File: src/hw/rtl/glw_pkg.sv
// Shared types and constants for the greedy line wrapper.
// Used by the channel interfaces, the step logic, the result buffer and the top level.
// No dependencies.
package glw_pkg;

  // Fixed field widths of the glyph and result beats.
  localparam int ADV_W     = 16;
  localparam int BRK_W     = 12;
  localparam int CFG_IDX_W = 1;

  // Advance bits that take part in the width sums; higher bits are ignored.
  localparam int ADVANCE_BITS = 16;
  localparam logic [ADV_W-1:0] ADV_MASK =
    (ADVANCE_BITS >= ADV_W) ? {ADV_W{1'b1}} : ADV_W'((32'd1 << ADVANCE_BITS) - 32'd1);

  // Reset value of the row width limit.
  localparam logic [ADV_W-1:0] ROW_LIMIT_RST = {ADV_W{1'b1}};

  // Configuration register indexes.
  typedef enum logic [CFG_IDX_W-1:0] {
    CFG_ROW_LIMIT = 1'b0,
    CFG_WORD_MODE = 1'b1
  } cfg_reg_t;

  // One input glyph.
  typedef struct packed {
    logic [ADV_W-1:0] advance;
    logic             is_space;
    logic             line_start;
  } glyph_t;

  // One break result.
  typedef struct packed {
    logic [BRK_W-1:0] break_index;
    logic             drops_space;
    logic             error;
    logic             last;
  } result_t;

  // Results produced by one glyph: zero, one or two.
  typedef struct packed {
    logic [1:0] count;
    result_t    first;
    result_t    second;
  } step_t;

  // Configuration register contents.
  typedef struct packed {
    logic [ADV_W-1:0] row_limit;
    logic             word_mode;
  } cfg_t;

endpackage

File: src/hw/rtl/glw_in_if.sv
// Valid/ready channel that carries glyph beats into the line wrapper.
// Depends on glw_pkg for the field widths.
interface glw_in_if;
  import glw_pkg::*;

  logic             valid;
  logic             ready;
  logic [ADV_W-1:0] advance;
  logic             is_space;
  logic             line_start;

  modport source (output valid, output advance, output is_space, output line_start,
                  input ready);
  modport sink   (input valid, input advance, input is_space, input line_start,
                  output ready);
endinterface

File: src/hw/rtl/glw_out_if.sv
// Valid/ready channel that carries break result beats out of the line wrapper.
// Depends on glw_pkg for the field widths.
interface glw_out_if;
  import glw_pkg::*;

  logic             valid;
  logic             ready;
  logic [BRK_W-1:0] break_index;
  logic             drops_space;
  logic             error;
  logic             last;

  modport source (output valid, output break_index, output drops_space, output error,
                  output last, input ready);
  modport sink   (input valid, input break_index, input drops_space, input error,
                  input last, output ready);
endinterface

File: src/hw/rtl/glw_core.sv
// Row state and combinational break decision for one glyph.
// Depends on glw_pkg for the glyph, config and step types.
module glw_core #(
  parameter int MAX_LINE_GLYPHS = 4096
) (
  input  logic           clk,
  input  logic           rst_n,
  input  logic           fire,
  input  glw_pkg::glyph_t glyph,
  input  glw_pkg::cfg_t   cfg,
  output glw_pkg::step_t  step
);
  import glw_pkg::*;

  localparam int IDX_W = $clog2(MAX_LINE_GLYPHS);
  localparam logic [IDX_W-1:0] IDX_LAST = IDX_W'(MAX_LINE_GLYPHS - 1);

  // Row state. Only whether the row holds any glyph matters, so the glyph
  // count is kept as a single busy flag.
  logic [ADV_W-1:0] row_width_r, row_width_nxt;
  logic [ADV_W-1:0] tail_width_r, tail_width_nxt;
  logic             space_valid_r, space_valid_nxt;
  logic [IDX_W-1:0] space_index_r, space_index_nxt;
  logic             row_busy_r, row_busy_nxt;
  logic [IDX_W-1:0] glyph_index_r, glyph_index_nxt;

  logic [ADV_W-1:0] adv;
  logic [ADV_W-1:0] base_row;
  logic [ADV_W-1:0] base_tail;
  logic             base_sv;
  logic [IDX_W-1:0] base_si;
  logic             base_busy;
  logic [IDX_W-1:0] idx;
  logic [ADV_W:0]   row_sum;
  logic [ADV_W:0]   tail_sum;
  logic [ADV_W:0]   limit;
  logic             space_here;

  function automatic logic [IDX_W-1:0] idx_inc(input logic [IDX_W-1:0] i);
    return (i == IDX_LAST) ? '0 : IDX_W'(i + 1'b1);
  endfunction

  function automatic result_t mk_res(input logic [IDX_W-1:0] i, input logic drop,
                                     input logic err, input logic fin);
    result_t r;
    r.break_index = BRK_W'(i);
    r.drops_space = drop;
    r.error       = err;
    r.last        = fin;
    return r;
  endfunction

  // A new logical line clears the row before the glyph is placed.
  always_comb begin
    adv = glyph.advance & ADV_MASK;
    if (glyph.line_start) begin
      base_row  = '0;
      base_tail = '0;
      base_sv   = 1'b0;
      base_si   = '0;
      base_busy = 1'b0;
      idx       = '0;
    end else begin
      base_row  = row_width_r;
      base_tail = tail_width_r;
      base_sv   = space_valid_r;
      base_si   = space_index_r;
      base_busy = row_busy_r;
      idx       = glyph_index_r;
    end
    row_sum    = {1'b0, base_row} + {1'b0, adv};
    tail_sum   = {1'b0, base_tail} + {1'b0, adv};
    limit      = {1'b0, cfg.row_limit};
    space_here = cfg.word_mode && glyph.is_space && base_busy;
  end

  // Break decision and next row state.
  always_comb begin
    row_width_nxt   = base_row;
    tail_width_nxt  = base_tail;
    space_valid_nxt = base_sv;
    space_index_nxt = base_si;
    row_busy_nxt    = base_busy;
    glyph_index_nxt = idx_inc(idx);
    step            = '0;

    priority if (adv > cfg.row_limit) begin
      // Glyph too wide for any row: report it, clear the row, skip the glyph.
      step.count      = 2'd1;
      step.first      = mk_res(idx, 1'b0, 1'b1, 1'b1);
      row_width_nxt   = '0;
      tail_width_nxt  = '0;
      space_valid_nxt = 1'b0;
      space_index_nxt = '0;
      row_busy_nxt    = 1'b0;
    end else if (row_sum <= limit) begin
      // The glyph fits; in word mode a space that is not first in the row is recorded.
      row_width_nxt = row_sum[ADV_W-1:0];
      if (space_here) begin
        space_valid_nxt = 1'b1;
        space_index_nxt = idx;
        tail_width_nxt  = '0;
      end else begin
        tail_width_nxt = tail_sum[ADV_W-1:0];
      end
      row_busy_nxt = 1'b1;
    end else if (space_here) begin
      // An overflowing space ends the row and is dropped.
      step.count      = 2'd1;
      step.first      = mk_res(idx_inc(idx), 1'b1, 1'b0, 1'b1);
      row_width_nxt   = '0;
      tail_width_nxt  = '0;
      space_valid_nxt = 1'b0;
      space_index_nxt = '0;
      row_busy_nxt    = 1'b0;
    end else if (cfg.word_mode && base_sv) begin
      // Word break after the recorded space; the tail may still overflow.
      space_valid_nxt = 1'b0;
      space_index_nxt = '0;
      tail_width_nxt  = '0;
      row_busy_nxt    = 1'b1;
      if (tail_sum > limit) begin
        step.count    = 2'd2;
        step.first    = mk_res(idx_inc(base_si), 1'b1, 1'b0, 1'b0);
        step.second   = mk_res(idx, 1'b0, 1'b0, 1'b1);
        row_width_nxt = adv;
      end else begin
        step.count    = 2'd1;
        step.first    = mk_res(idx_inc(base_si), 1'b1, 1'b0, 1'b1);
        row_width_nxt = tail_sum[ADV_W-1:0];
      end
    end else begin
      // Plain break at the glyph, which starts the new row.
      step.count      = 2'd1;
      step.first      = mk_res(idx, 1'b0, 1'b0, 1'b1);
      row_width_nxt   = adv;
      tail_width_nxt  = '0;
      space_valid_nxt = 1'b0;
      space_index_nxt = '0;
      row_busy_nxt    = 1'b1;
    end
  end

  // State registers advance once per glyph leaving the input register.
  always_ff @(posedge clk) begin
    if (!rst_n) begin
      row_width_r   <= '0;
      tail_width_r  <= '0;
      space_valid_r <= 1'b0;
      space_index_r <= '0;
      row_busy_r    <= 1'b0;
      glyph_index_r <= '0;
    end else if (fire) begin
      row_width_r   <= row_width_nxt;
      tail_width_r  <= tail_width_nxt;
      space_valid_r <= space_valid_nxt;
      space_index_r <= space_index_nxt;
      row_busy_r    <= row_busy_nxt;
      glyph_index_r <= glyph_index_nxt;
    end
  end

endmodule

File: src/hw/rtl/glw_rbuf.sv
// Two-entry result register that drains one break beat per cycle while out_ready is high.
// Depends on glw_pkg for the step and result types.
module glw_rbuf (
  input  logic            clk,
  input  logic            rst_n,
  input  logic            load,
  input  glw_pkg::step_t   step,
  input  logic            out_ready,
  output logic            free,
  output logic            out_valid,
  output glw_pkg::result_t out_res
);
  import glw_pkg::*;

  logic [1:0] count_r, count_nxt;
  result_t    head_r, head_nxt;
  result_t    tail_r, tail_nxt;
  logic       pop;

  assign out_valid = (count_r != 2'd0);
  assign out_res   = head_r;
  assign pop       = out_valid && out_ready;
  // Empty after this cycle's beat leaves, so a new load may land.
  assign free      = (count_r == 2'd0) || ((count_r == 2'd1) && out_ready);

  // Load replaces the contents; otherwise a taken beat shifts the queue.
  always_comb begin
    count_nxt = count_r;
    head_nxt  = head_r;
    tail_nxt  = tail_r;
    if (load) begin
      count_nxt = step.count;
      head_nxt  = step.first;
      tail_nxt  = step.second;
    end else if (pop) begin
      count_nxt = count_r - 2'd1;
      head_nxt  = tail_r;
    end
  end

  always_ff @(posedge clk) begin
    if (!rst_n) begin
      count_r <= 2'd0;
    end else begin
      count_r <= count_nxt;
    end
  end

  always_ff @(posedge clk) begin
    head_r <= head_nxt;
    tail_r <= tail_nxt;
  end

endmodule

File: src/hw/rtl/greedy_line_wrap.sv
// Greedy line wrapper: turns a glyph stream into visual row break events.
// Glyph beats enter on in_ch, break beats leave on out_ch. A glyph that fits
// its row gives no beat; an overflow gives one beat, or two when the text
// after the last space is itself too wide; a glyph wider than the row limit
// gives one beat with error set. The final beat of a glyph has last set.
// A glyph accepted on in_ch is decided from the input register; its break
// beats are loaded into the result register and offered on out_ch from it.
// Throughput: one glyph per cycle while out_ch takes the beats. The result
// register holds both beats of a glyph and drains one beat per cycle while
// out_ch.ready is high, so after a glyph with two beats the next glyph that breaks
// waits in the input register until one beat is left. A stall on out_ch fills the
// result register, then the input register, then in_ch.ready drops; no beat is lost.
// Reset (rst_n low at a clock edge) empties both registers, clears the row and
// glyph index, and sets the row limit to all ones and word_mode to zero.
// Configuration writes (cfg_we, cfg_index, cfg_data) take effect at the next
// edge and must only be issued while no glyph is in flight.
// Depends on glw_pkg, glw_in_if, glw_out_if, glw_core and glw_rbuf.
module greedy_line_wrap #(
  parameter int MAX_LINE_GLYPHS = 4096
) (
  input  logic                            clk,
  input  logic                            rst_n,
  glw_in_if.sink                          in_ch,
  glw_out_if.source                       out_ch,
  input  logic                            cfg_we,
  input  logic [glw_pkg::CFG_IDX_W-1:0]   cfg_index,
  input  logic [glw_pkg::ADV_W-1:0]       cfg_data
);
  import glw_pkg::*;

  cfg_t    cfg_r;
  logic    in_v_r;
  glyph_t  in_g_r;
  step_t   step;
  logic    buf_free;
  logic    adv_go;
  logic    load;
  result_t out_res;

  // Configuration registers.
  always_ff @(posedge clk) begin
    if (!rst_n) begin
      cfg_r.row_limit <= ROW_LIMIT_RST;
      cfg_r.word_mode <= 1'b0;
    end else if (cfg_we) begin
      unique case (cfg_reg_t'(cfg_index))
        CFG_ROW_LIMIT: cfg_r.row_limit <= cfg_data;
        CFG_WORD_MODE: cfg_r.word_mode <= cfg_data[0];
        default:       cfg_r <= cfg_r;
      endcase
    end
  end

  // The glyph leaves the input register when its beats fit in the result register.
  assign adv_go      = in_v_r && ((step.count == 2'd0) || buf_free);
  assign load        = adv_go && (step.count != 2'd0);
  assign in_ch.ready = !in_v_r || adv_go;

  // Input register.
  always_ff @(posedge clk) begin
    if (!rst_n) begin
      in_v_r <= 1'b0;
    end else if (in_ch.valid && in_ch.ready) begin
      in_v_r <= 1'b1;
    end else if (adv_go) begin
      in_v_r <= 1'b0;
    end
  end

  always_ff @(posedge clk) begin
    if (in_ch.valid && in_ch.ready) begin
      in_g_r.advance    <= in_ch.advance;
      in_g_r.is_space   <= in_ch.is_space;
      in_g_r.line_start <= in_ch.line_start;
    end
  end

  glw_core #(
    .MAX_LINE_GLYPHS(MAX_LINE_GLYPHS)
  ) u_core (
    .clk   (clk),
    .rst_n (rst_n),
    .fire  (adv_go),
    .glyph (in_g_r),
    .cfg   (cfg_r),
    .step  (step)
  );

  glw_rbuf u_rbuf (
    .clk       (clk),
    .rst_n     (rst_n),
    .load      (load),
    .step      (step),
    .out_ready (out_ch.ready),
    .free      (buf_free),
    .out_valid (out_ch.valid),
    .out_res   (out_res)
  );

  assign out_ch.break_index = out_res.break_index;
  assign out_ch.drops_space = out_res.drops_space;
  assign out_ch.error       = out_res.error;
  assign out_ch.last        = out_res.last;

  // An error beat is always the only beat of its glyph.
  a_err_single: assert property (@(posedge clk) disable iff (!rst_n)
    out_ch.valid && out_ch.error |-> out_ch.last && !out_ch.drops_space)
    else $error("error beat without last or with a dropped space");

  // With two beats, only the second closes the glyph.
  a_two_beats: assert property (@(posedge clk) disable iff (!rst_n)
    adv_go && (step.count == 2'd2) |-> !step.first.last && step.second.last)
    else $error("two-beat glyph with wrong last marks");

  // A decided glyph with beats is offered on the output at the next cycle.
  a_offer: assert property (@(posedge clk) disable iff (!rst_n)
    load |=> out_ch.valid)
    else $error("loaded break beat not offered");

  // Beats never exceed two per glyph.
  a_count: assert property (@(posedge clk) disable iff (!rst_n)
    in_v_r |-> step.count != 2'd3)
    else $error("more than two beats for one glyph");

endmodule
File: src/flat_wrapper.sv
// flat-port wrapper written by rule: the top's interface ports become plain ports
module greedy_line_wrap_flat import glw_pkg::*;
#(
  parameter int MAX_LINE_GLYPHS = 4096
)
  (clk, rst_n, cfg_we, cfg_index, cfg_data, in_ch_valid, in_ch_advance, in_ch_is_space, in_ch_line_start, in_ch_ready, out_ch_valid, out_ch_break_index, out_ch_drops_space, out_ch_error, out_ch_last, out_ch_ready);
  glw_in_if in_ch_i ();
  glw_out_if out_ch_i ();
  input  logic clk;
  input  logic rst_n;
  input  logic cfg_we;
  input  logic [glw_pkg::CFG_IDX_W-1:0] cfg_index;
  input  logic [glw_pkg::ADV_W-1:0] cfg_data;
  input wire logic [$bits(in_ch_i.valid)-1:0] in_ch_valid;
  input wire logic [$bits(in_ch_i.advance)-1:0] in_ch_advance;
  input wire logic [$bits(in_ch_i.is_space)-1:0] in_ch_is_space;
  input wire logic [$bits(in_ch_i.line_start)-1:0] in_ch_line_start;
  output wire logic [$bits(in_ch_i.ready)-1:0] in_ch_ready;
  output wire logic [$bits(out_ch_i.valid)-1:0] out_ch_valid;
  output wire logic [$bits(out_ch_i.break_index)-1:0] out_ch_break_index;
  output wire logic [$bits(out_ch_i.drops_space)-1:0] out_ch_drops_space;
  output wire logic [$bits(out_ch_i.error)-1:0] out_ch_error;
  output wire logic [$bits(out_ch_i.last)-1:0] out_ch_last;
  input wire logic [$bits(out_ch_i.ready)-1:0] out_ch_ready;
  assign in_ch_i.valid = in_ch_valid;
  assign in_ch_i.advance = in_ch_advance;
  assign in_ch_i.is_space = in_ch_is_space;
  assign in_ch_i.line_start = in_ch_line_start;
  assign in_ch_ready = in_ch_i.ready;
  assign out_ch_valid = out_ch_i.valid;
  assign out_ch_break_index = out_ch_i.break_index;
  assign out_ch_drops_space = out_ch_i.drops_space;
  assign out_ch_error = out_ch_i.error;
  assign out_ch_last = out_ch_i.last;
  assign out_ch_i.ready = out_ch_ready;
  greedy_line_wrap #(.MAX_LINE_GLYPHS(MAX_LINE_GLYPHS)) u_core (.clk(clk), .rst_n(rst_n), .in_ch(in_ch_i), .out_ch(out_ch_i), .cfg_we(cfg_we), .cfg_index(cfg_index), .cfg_data(cfg_data));
endmodule
File: config.mk
export PLATFORM = sky130hd
export DESIGN_NAME = greedy_line_wrap_flat
export DESIGN_NICKNAME = d
export VERILOG_FILES = /design/src/hw/rtl/glw_pkg.sv /design/src/hw/rtl/glw_in_if.sv /design/src/hw/rtl/glw_out_if.sv /design/src/hw/rtl/glw_core.sv /design/src/hw/rtl/glw_rbuf.sv /design/src/hw/rtl/greedy_line_wrap.sv /design/src/flat_wrapper.sv
export SDC_FILE = /design/constraint.sdc
export NUM_CORES = 1
export LEC_CHECK = 0
export BUFFER_PORTS_ARGS = -buffer_cell sky130_fd_sc_hd__buf_2
export CORE_ASPECT_RATIO = 1.1
export CORE_MARGIN = 3
export CORE_UTILIZATION = 60
export CTS_BUF_LIST = sky130_fd_sc_hd__clkbuf_2 sky130_fd_sc_hd__clkbuf_4 sky130_fd_sc_hd__clkbuf_8
export DETAILED_ROUTE_END_ITERATION = 10
export PLACE_DENSITY = 0.79
export SYNTH_ARGS = -nofsm -noshare
export SYNTH_HDL_FRONTEND = slang
export SYNTH_SLANG_ARGS = --single-unit
export TNS_END_PERCENT = 5
File: constraint.sdc
create_clock -name clk -period 9.08 [get_ports clk]
set_input_delay 2.27 -clock clk [delete_from_list [all_inputs] [get_ports clk]]
set_output_delay 2.27 -clock clk [all_outputs]
set_load 0.1 [all_outputs]
# Word-level counts from Yosys, hierarchy flattened

Cells that the tools add are included.

Add/sub/neg operators: 5
Equal/unequal tests: 3
Divide/modulo/power cells: 0
Multiply operators: 0
Magnitude comparators: 3
Reductions and logical operators: 22
Shift operators: 0
Multiplexer cells: 39
Bitwise operators: 3

Operators with widths:

| kind                                                | count |
|---|---|
| two-way mux 16 bit                                  | 10 |
| two-way mux 12 bit                                  | 7 |
| two-way mux 15 bit                                  | 5 |
| two-way mux 17 bit                                  | 4 |
| adder 16 x 16 -> 17 bit                             | 2 |
| two-way mux 32 bit                                  | 1 |
| adder 12 x 1 -> 12 bit, second input constant       | 2 |
| equality test 12 bit, second input constant         | 2 |
| > comparator 17 x 16 -> 1 bit                       | 1 |
| <= comparator 17 x 16 -> 1 bit                      | 1 |
| > comparator 16 bit                                 | 1 |
| two-way mux 1 bit                                   | 10 |
| logical AND 1 bit                                   | 8 |
| nonzero test 2 bit                                  | 4 |
| OR reduction 5 bit                                  | 1 |
| logical NOT 2 bit                                   | 2 |
| two-way mux 2 bit                                   | 2 |
| AND reduction 2 bit                                 | 2 |
| OR reduction 4 bit                                  | 1 |
| logical OR 1 bit                                    | 3 |
| inverter 1 bit                                      | 3 |
| equality test 2 x 1 -> 1 bit, second input constant | 1 |
| subtractor 2 x 1 -> 2 bit, second input constant    | 1 |
| logical NOT 1 bit                                   | 1 |

Memory bits (writable): 0
Bits of input ports: 40
Memories: 0
Memory bits (read-only): 0
Register bits: 126
Output and inout bits: 17
Bits in latches: 0
Word-level logic and storage cells: 96

# Logic depth before layout (Yosys ltp)

Gate-level depths: netlist of the first run.

Depth in word-level cells: 14
Depth in mapped cells: 24
Mapped depth without buffers: 19

# By module

Synthesis of the first run repeated with hierarchy kept, for this count alone.

Cells, all modules: 967
Area total of the unflattened synthesis: 8760.9 sq um

Modules (own cells, without submodules):

| module           | cells each | sequential area each (sq um) | area an instance (sq um) | times used |
|---|---|---|---|---|
| glw_core         | 796        | 1161.1                       | 6253.5                   | 1 |
| glw_rbuf         | 66         | 940.9                        | 1277.5                   | 1 |
| greedy_line_wrap | 105        | 900.9                        | 1229.9                   | 1 |

# Least setup slack after synthesis of the first run

OpenSTA, ideal clock, no wires.

Path kind: register to output
From: register u_core.in_g_r[0] (netlist bit)
To: output port in_ch_ready
Required time: 6810 ps
Cell stages (with the launch flop): 21
Slack: 1562 ps
Arrival time: 5248 ps
Path buffers: 4
Path through: edfxtp_1 clkbuf_1 clkbuf_1 clkbuf_1 clkbuf_1 nor2b_1 ha_1 fa_1 a211oi_1 nor2_1 o221a_2 or2_2 o22ai_1 xnor2_1 ha_1 nand3_1 a211o_1 o21ai_0 nor3_2 nand2_1 nand3_1

Longest elaborated chain between the ends: 12
Elaborated cells between the ends (all ways): 19
Classes of those cells: add/sub (2); order compare (2); mux (9); reduce/logical (6)

Ends and longest elaborated chain:

| item                          | RTL line               | text |
|---|---|---|
| from (decl)                   | greedy_line_wrap.sv:33 | `glyph_t in_g_r;` |
| two-way mux 16 bit            | glw_core.sv:56         | `if (glyph.line_start) begin` |
| adder 16 x 16 -> 17 bit       | glw_core.sv:72         | `tail_sum = {1'b0, base_tail} + {1'b0, adv};` |
| > comparator 17 x 16 -> 1 bit | glw_core.sv:122        | `if (tail_sum > limit) begin` |
| two-way mux 17 bit            | glw_core.sv:122        |  |
| two-way mux 17 bit            | glw_core.sv:116        | `end else if (cfg.word_mode && base_sv) begin` |
| two-way mux 17 bit            | glw_core.sv:107        | `end else if (space_here) begin` |
| two-way mux 32 bit *          | glw_core.sv:96         | `end else if (row_sum <= limit) begin` |
| two-way mux 17 bit *          | glw_core.sv:87         | `priority if (adv > cfg.row_limit) begin` |
| logical NOT 2 bit *           | greedy_line_wrap.sv:55 | `assign adv_go = in_v_r && ((step.count == 2'd0) \|\| buf_free);` |
| logical OR 1 bit *            | greedy_line_wrap.sv:55 |  |
| logical AND 1 bit *           | greedy_line_wrap.sv:55 |  |
| logical OR 1 bit *            | greedy_line_wrap.sv:57 | `assign in_ch.ready = !in_v_r \|\| adv_go;` |
| to (decl)                     | flat_wrapper.sv:18     | `output wire logic [$bits(in_ch_i.ready)-1:0] in_ch_ready;` |

Every way passes the cells marked *; elsewhere a longest branch is shown, timed or not.

# Final worst setup path of the first run

Same ends and word-level chain as after synthesis.

==> results of run 1 <==
[state kept, by name, summed over array words and instances, names as in the netlist]
signal / count
u_core.in_v_r: 1
u_core.u_core.row_width_r: 16
u_core.u_rbuf.out_res: 15
u_core.u_core.space_index_r: 12
u_core.in_g_r: 18
u_core.u_rbuf.count_r: 2
u_core.u_core.space_valid_r: 1
u_core.u_rbuf.tail_r: 13
u_core.u_core.row_busy_r: 1
u_core.u_core.glyph_index_r: 12
u_core.cfg_r: 17
u_core.u_core.tail_width_r: 16
[final timing paths]
path,from,end,cells past startpoint,slack (ns)
max reg2reg,u_core.in_g_r[0]$_DFFE_PP_,u_core.u_rbuf.count_r[1]$_SDFFE_PN0P_,18,2.87
max,u_core.in_g_r[0]$_DFFE_PP_,in_ch_ready,16,0.94
min,u_core.u_core.tail_width_r[15]$_SDFFE_PN0N_,u_core.u_core.tail_width_r[15]$_SDFFE_PN0N_,2,0.45
min reg2reg,u_core.u_core.tail_width_r[15]$_SDFFE_PN0N_,u_core.u_core.tail_width_r[15]$_SDFFE_PN0N_,2,0.45
[cell type report]
type	count	area, µm²
flip-flops and latches	124	2940
fillers	1118	4250
well taps	184	230
inverters	48	180
repair buffers	64	340
clock inverters	14	153
multi-input cells	755	5150
clock buffers	18	241
[layout by cell type, fill, tap and decap left out, types with 5 or more instances in the layout]
master	netlist	final
buf_2	8	56
nor2_1	85	85
a21o_1	14	14
o21a_1	10	10
nand3_1	33	33
o21ai_0	65	65
o211ai_1	20	20
nand2_1	50	50
a22o_1	12	12
buf_4	0	8
a21oi_1	93	93
nand2b_1	13	13
inv_1	46	46
ha_1	84	84
or2_2	5	5
and2_1	7	7
a221o_1	5	5
a211oi_1	10	10
and3_1	19	19
nand4_1	13	13
nor3_1	15	15
edfxtp_1	46	46
nor2b_1	44	43
xor2_1	7	7
xnor2_1	28	28
a22oi_1	21	21
a31oi_1	7	6
clkbuf_8	0	17
dfxtp_1	78	78
a21boi_0	8	8
[cell usage after synthesis (19+ instances only)]
cell type   n  share of area
o21ai_0    65          0.039
and3_1     19          0.014
o211ai_1   20          0.018
ha_1       84           0.12
clkbuf_1   32          0.014
nand3_1    33          0.020
inv_1      46          0.020
a22oi_1    21          0.019
nand2_1    50          0.022
nor2_1     85          0.038
a21oi_1    93          0.055
dfxtp_1    78           0.19
edfxtp_1   46           0.16
nor2b_1    44          0.033
xnor2_1    28          0.029
[cell families after synthesis]
group,synth area share
compound gates,0.246
xor+xnor,0.0363
fa+ha+maj,0.129
buf+inv,0.0417
flops,0.349
mux,0.00489
simple gates,0.194
[stage by stage]
step           hold WS [ns]  std cells  utilization  instance area (µm²)  total power [mW]
2_1_floorplan         0.427        968            -                 8440              1.25
3_5_place_dp          0.439       1175        0.656                 8850              1.40
3_3_place_gp          0.440       1175        0.656                 8850              1.39
6_report              0.448       1207        0.685                 9240              1.89
5_1_grt               0.470       1207        0.685                 9240              1.99
4_1_cts               0.449       1207        0.685                 9240              1.89
[worst register-to-register path, cell delays in order (launching register included)]
cell      delay [ns]
edfxtp_1        0.42
buf_4           0.58
nor2b_1         0.12
ha_1            0.24
or4_1           0.55
o221a_2         0.26
or2_2           0.31
o22ai_1         0.17
xnor2_1         0.12
ha_1            0.30
nand3_1         0.12
nor4_1          0.25
a22oi_1         0.19
nor3_2          0.86
nand2_1         0.30
nand2_2         0.22
inv_2           0.22
or2_1           0.53
o221a_1         0.35
[metal layers]
metal  GRT usage  share of wire  vias to the layer above
met3      0.0443          0.046                       94
met2       0.517           0.49                      311
met1       0.335           0.40                     3610
met5           0              0                        -
met4       0.203          0.068                        0
li1            -              -                     3683
[power groups by stage]
stage          Combinational, mW  Sequential (mW)  Clock (mW)
2_1_floorplan              0.423            0.827           0
3_3_place_gp               0.685            0.700           0
3_5_place_dp               0.697            0.702           0
4_1_cts                    0.700            0.690       0.498
5_1_grt                    0.768            0.695       0.523
6_report                   0.705            0.690       0.499
==> impl_metrics.ini, run 1 <==
[route]
wl_per_cell_um = 18.8
antenna_left = 0
drcViolationCount = 0
vias_per_cell = 6.38
routed_wl_um = 22700
vias = 7698
first_pass_iters = 6
drt_iter0_drc = 830

[placement]
hpwl_um = 16700
gp_congestion = 0.962
place_ws_ns = 1.54
port_buffers = 56

[power_and_ir_drop]
seq_power_share = 0.365
clkPwrFrac = 0.263
p_sw_frac = 0.402
ir_worst_vdd_v = 0.000142
p_sw_uw = 762
combPwrFrac = 0.372
cell_internal_pwr_mw = 1.13
p_leak_nw = 3.83
cellPowerDensity_nw_per_um2 = 205

[clock_network]
clk_latency_ns = 0.46
root_buffer = clkbuf_8
cts_setup_buffers = 0
cts_buffers = 17
clock_sinks = 124
hold_buffers = 0
cts_tree = built
cts_resized = 0
clkTransAtPathRegs_ns = 0.07
clk_path_buf_depth = 2
htreeDepth = 4

[synthesis]
syn_area_per_cell_um2 = 8.72
synth_edf_count = 46
async_flop_share = 0
ys_ff_latch = 124
synth_cells = 968
synth_ff_type = dfxtp_1
ys_types = 73
ys_seq_area_frac = 0.349
synth_warnings = 0
synth_fp_nets = 1094
synth.cell_area_um2 = 8440

[floorplan]
rows = 44
die-area_um2 = 15500
start_util = 0.626
dieWidth_um = 119
ios = 57
chipHeight_um = 130
coreArea_um2 = 13500

[run_status]
status = completed

[finish]
diodes = 0
nets = 1136
drive_gt1_frac = 0.113
syn_to_final_growth_pct = 9.50

[timing]
finalSetupTns_ns = 0
finalCritPeriodShare = 0.897
fmax_mhz = 123
min_period_ns = 8.14
finalHoldViolations = 0
setup_ws_ns = 0.939
setup_violations = 0
relSlewSlack = 0.244
clock_skew_ns = 0.00929
drv_slew = 0
rsz0062_at_grt = false
tightest_slew_ns = 1.13

[setup_path]
worst_ep_required_time_ns = 6.81
cp_top_family = simple AND/OR/NAND/NOR gates
path_cells = buf_4 > nor2b_1 > ha_1 > or4_1 > o221a_2 > or2_2 > o22ai_1 > xnor2_1 > ha_1 > nand3_1 > nor4_1 > a22oi_1 > nor3_2 > nand2_1 > nand3_1 > buf_2
slowest_stage = nor3_2
worstPathMaxFanout = 64
critPathKind = register to primary output
cp.arrival_ns = 5.87
path_buf_inv = 2
crit_path_end_kind = primary output
worstSetupStartpointType = register
cpPeakStageDelay_ns = 0.86

[global_route]
grt_start_max_net_pins = 65
track_usage = 0.295
antenna_found_initial = 0
grt_pass1_wl_um = 36000
grt_pass1_vias = 7165
overflow = 0

[worst_hold_path]
hold_path_class = register to register

[flow_run]
maxCapViolCount = 0
(Power assumes the default switching activity.)
==> run 2: changes to the inputs <==
CTS_BUF_LIST = unset   (was sky130_fd_sc_hd__clkbuf_2 sky130_fd_sc_hd__clkbuf_4 sky130_fd_sc_hd__clkbuf_8)
CTS_CLUSTER_DIAMETER = 150   (was unset)
CTS_CLUSTER_SIZE = 8   (was unset)
==> impl_metrics.ini, run 2 (same netlist as run 1, synthesis figures left out) <==
[run_status]
status = completed

[global_route]
antenna_found_initial = 0
track_usage = 0.301
grt_pass1_vias = 7256
grt_start_max_net_pins = 65
overflow = 0
grt_pass1_wl_um = 36700

[timing]
min_period_ns = 8.15
relSlewSlack = 0.255
finalSetupTns_ns = 0
clock_skew_ns = 0.00455
fmax_mhz = 123
drv_slew = 0
tightest_slew_ns = 1.11
timing.hold.ws_ns = 0.447
setup_violations = 0
rsz0062_at_grt = false
finalHoldViolations = 0
finalCritPeriodShare = 0.897

[power_and_ir_drop]
ir_worst_vdd_v = 0.000167
p_leak_nw = 3.91
cellPowerDensity_nw_per_um2 = 221
post-layout-total-power_mw = 2.08

[finish]
final_cell_area_um2 = 9430
drive_gt1_frac = 0.112
nets = 1136
layoutNonFillerInstCount = 1207
syn_to_final_growth_pct = 11.7
fillers = 1077
regMostFlops = u_core.in_g_r
diodes = 0
final_common_cell = a21oi_1
final_cell_mix = a21oi_1, nor2_1, ha_1
largest_reg_flops = 18
top_regs = u_core.in_g_r x18, u_core.cfg_r x17

[placement]
port_buffers = 56
place_area_um2 = 8850
hpwl_um = 16700
gp_congestion = 0.962
place_inst = 1175

[route]
first_pass_iters = 5
vias = 7698
drt_iter0_drc = 870
vias_per_cell = 6.38
routed_wl_um = 23100
antenna_left = 0
drcViolationCount = 0
wl_per_cell_um = 19.1

[worst_hold_path]
hold_end = u_core.u_core.tail_width_r[15]$_SDFFE_PN0N_
min_path_cells = 2
hp-start = u_core.u_core.tail_width_r[15]$_SDFFE_PN0N_
hold_path_class = register to register

[setup_path]
worstPathMaxFanout = 64
reg2reg_from = u_core.in_g_r[0]$_DFFE_PP_
worstSetupStartpointType = register
r2r-end = u_core.u_rbuf.count_r[1]$_SDFFE_PN0P_
cp.arrival_ns = 5.88
ff2ff_path_depth = 19
rrSetupSlack_ns = 2.82
crit_path_end_kind = primary output
critPathKind = register to primary output
worst_ep_required_time_ns = 6.81

[clock_network]
cts_setup_buffers = 0
clkTransAtPathRegs_ns = 0.06
hold_buffers = 0
clk_latency_ns = 0.43
cts_resized = 0
clock_sinks = 124
htreeDepth = 4
cts_tree = built
root_buffer = clkbuf_16
cts_buffers = 17
clk_path_buf_depth = 2

[floorplan]
die-area_um2 = 15500
dieWidth_um = 119
coreArea_um2 = 13500
ios = 57
chipHeight_um = 130
rows = 44
start_util = 0.626

[flow_run]
maxCapViolCount = 0
run 2: cell count changes in the layout (fill, tap and decap cells not counted):
| cell | delta |
|---|---|
| clkbuf_16 | +17 |
| clkbuf_8 | -17 |
| clkbuf_1 | +1 |
| clkbuf_4 | -1 |
run 2: report_power, final:
| part | internal (mW) | total (mW) | switching, mW |
|---|---|---|---|
| sequential | 0.657 | 0.692 | 0.0352 |
| combinational | 0.207 | 0.709 | 0.502 |
| clock | 0.425 | 0.679 | 0.254 |
run 2: area by class of cell:
class,instances,area (µm²),share of cell area
repair buffers,64,340,0.0361
clock buffers,18,429,0.0455
flip-flops and latches,124,2940,0.312
multi-input cells,755,5150,0.547
well taps,184,230,0.0244
clock inverters,14,153,0.0162
inverters,48,180,0.0191
run 2: critical path, cell delays in order, from the launching register on:
cell and delay, ns:
edfxtp_1 0.41, buf_4 0.58, nor2b_1 0.11, ha_1 0.24, or3_1 0.39, o21ai_0 0.37
o221ai_1 0.22, a21oi_1 0.21, a21oi_1 0.07, xor2_1 0.16, ha_1 0.31, nand3_1 0.12
nor4_1 0.25, a22oi_1 0.19, nor3_2 0.89, nand2_1 0.30, nand3_1 0.18, buf_2 0.44
run 2: stage by stage:
stage                      util  setup WS (ns)
after floorplan               -           1.56
after global placement    0.656           1.67
after detailed placement  0.656           1.54
after CTS                 0.699           1.06
after global routing      0.699          0.411
final                     0.699          0.933
run 2: layer usage:
| layer | vias to the layer above | share of wire | track usage |
|---|---|---|---|
| li1 | 3692 | - | - |
| met1 | 3531 | 0.39 | 0.338 |
| met2 | 358 | 0.49 | 0.531 |
| met3 | 117 | 0.056 | 0.0551 |
| met4 | 0 | 0.069 | 0.196 |
| met5 | - | 0 | 0 |
run 2: worst max path at each step:
stage / startpoint / to / slack [ns] / depth (start not counted)
finish: u_core.in_g_r[0]$_DFFE_PP_ / in_ch_ready / 0.93 / 17
global placement: u_core.in_g_r[0]$_DFFE_PP_ / in_ch_ready / 1.67 / 16
floorplan: u_core.in_g_r[0]$_DFFE_PP_ / in_ch_ready / 1.56 / 20
detailed placement: u_core.in_g_r[0]$_DFFE_PP_ / in_ch_ready / 1.54 / 16
global route: u_core.in_g_r[0]$_DFFE_PP_ / in_ch_ready / 0.41 / 18
CTS: u_core.in_g_r[0]$_DFFE_PP_ / in_ch_ready / 1.06 / 17
==> run 3: changes to the inputs <==
--- a/config.mk
+++ b/config.mk
@@ -14,4 +14,5 @@
 export DETAILED_ROUTE_END_ITERATION = 10
 export PLACE_DENSITY = 0.79
+export SKIP_CTS_REPAIR_TIMING = 1
 export SYNTH_ARGS = -nofsm -noshare
 export SYNTH_HDL_FRONTEND = slang
==> constraint.sdc (replaced) <==
create_clock -name clk -period 9.08 [get_ports clk]
set_input_delay 0.454 -clock clk [delete_from_list [all_inputs] [get_ports clk]]
set_output_delay 0.454 -clock clk [all_outputs]
set_load 0.1 [all_outputs]
==> impl_metrics.ini, run 3 (same netlist as run 1, synthesis figures left out) <==
[power_and_ir_drop]
cellPowerDensity_nw_per_um2 = 221
p_leak_nw = 3.91
p_sw_uw = 793
cell_internal_pwr_mw = 1.30
combPwrFrac = 0.338
seq_power_share = 0.332
clkPwrFrac = 0.330
ir_worst_vdd_v = 0.000174
p_sw_frac = 0.380

[timing]
tightest_slew_ns = 1.07
finalSetupTns_ns = 0
fmax_mhz = 155
relSlewSlack = 0.287
min_period_ns = 6.44
finalHoldViolations = 0
drv_slew = 0
clock_skew_ns = 0.00693
rsz0062_at_grt = false
setup_violations = 0
finalCritPeriodShare = 0.709
timing.hold.ws_ns = 0.199

[route]
wl_per_cell_um = 18.8
drt_iter0_drc = 646
vias = 7674
routed_wl_um = 22700
drcViolationCount = 0
vias_per_cell = 6.36
first_pass_iters = 5
antenna_left = 0

[worst_hold_path]
hold_path_class = input port to register

[placement]
port_buffers = 56
place_area_um2 = 8840
place_inst = 1174
gp_congestion = 0.948
hpwl_um = 16500

[clock_network]
clk_path_buf_depth = 2
clkTransAtPathRegs_ns = 0.06
cts_tree = built
htreeDepth = 4
clk_latency_ns = 0.43
cts_buffers = 17
clock_sinks = 124
root_buffer = clkbuf_16

[finish]
drive_gt1_frac = 0.113
diodes = 0
top_regs = u_core.in_g_r x18, u_core.cfg_r x17
final_cell_mix = a21oi_1, nor2_1, ha_1
largest_reg_flops = 18
fillers = 1138
layoutNonFillerInstCount = 1206
regMostFlops = u_core.in_g_r
nets = 1135
final_cell_area_um2 = 9440
final_common_cell = a21oi_1
multi_input_area_um2 = 5150
seq_area_um2 = 2940
syn_to_final_growth_pct = 11.8

[setup_path]
crit_path_end_kind = primary output
worst_ep_required_time_ns = 8.63
worstPathMaxFanout = 68
critPathKind = register to primary output
worstSetupStartpointType = register
cp.arrival_ns = 5.99

[global_route]
grt_pass1_wl_um = 36500
overflow = 0
track_usage = 0.297
antenna_found_initial = 0
grt_pass1_vias = 7414
grt_start_max_net_pins = 69

[floorplan]
dieWidth_um = 119
start_util = 0.626
rows = 44
chipHeight_um = 130
ios = 57
coreArea_um2 = 13500
die-area_um2 = 15500

[flow_run]
maxCapViolCount = 0

[run_status]
status = completed
==> run 3: cell count changes in the layout (fill, tap and decap cells not counted) <==
cell / delta
buf_4: -1
clkinv_1: -1
clkinv_2: -3
clkinv_4: +1
inv_6: +3
==> run 3: final timing paths <==
kind	cells past startpoint	end	slack, ns	from
worst max-delay path	18	in_ch_ready	2.64	u_core.in_g_r[0]$_DFFE_PP_
worst min-delay path	1	u_core.in_g_r[2]$_DFFE_PP_	0.20	in_ch_advance[0]
worst max register to register	20	u_core.u_rbuf.count_r[1]$_SDFFE_PN0P_	2.77	u_core.in_g_r[0]$_DFFE_PP_
worst min register to register	2	u_core.u_core.tail_width_r[15]$_SDFFE_PN0N_	0.46	u_core.u_core.tail_width_r[15]$_SDFFE_PN0N_
==> run 3: metal layers <==
metal | wire (µm) | global-route usage
met5 | 0 | 0
met4 | 1270 | 0.178
met3 | 893 | 0.0474
met2 | 11400 | 0.543
met1 | 9090 | 0.326
==> run 3: power groups by stage <==
stage	Clock [mW]	Sequential (mW)	Combinational [mW]
2_1_floorplan	0	0.827	0.423
3_3_place_gp	0	0.702	0.684
3_5_place_dp	0	0.703	0.697
4_1_cts	0.694	0.692	0.701
5_1_grt	0.720	0.698	0.771
6_report	0.689	0.692	0.707
==> run 3: final cells by class <==
class                      count  area share
clock inverter                14      0.0179
sequential                   124       0.312
tap                          184      0.0244
timing repair buffer          63      0.0353
clock buffer                  18      0.0455
multi-input combinational    755       0.546
inverter                      48      0.0191
==> run 3: worst max-delay path: stages (launching register included) <==
cell and delay, ns:
edfxtp_1 0.32, buf_4 0.56, nor2b_1 0.11, ha_1 0.25
fa_1 0.43, a211oi_1 0.27, nor2_1 0.14, o221a_2 0.28
or2_2 0.32, o22ai_1 0.17, xnor2_1 0.11, ha_1 0.30
nand3_1 0.11, nor4_1 0.25, a22oi_1 0.20, nor3_2 0.78
nand2_1 0.27, nand3_1 0.20, buf_2 0.44
==> run 3: metrics by stage <==
stage / utilization / worst slack [ns] / power (mW)
6_report: 0.700 / 2.64 / 2.09
5_1_grt: 0.700 / 2.27 / 2.19
4_1_cts: 0.700 / 2.72 / 2.09
3_5_place_dp: 0.655 / 2.88 / 1.40
3_3_place_gp: 0.655 / 3.08 / 1.39
2_1_floorplan: - / 3.19 / 1.25
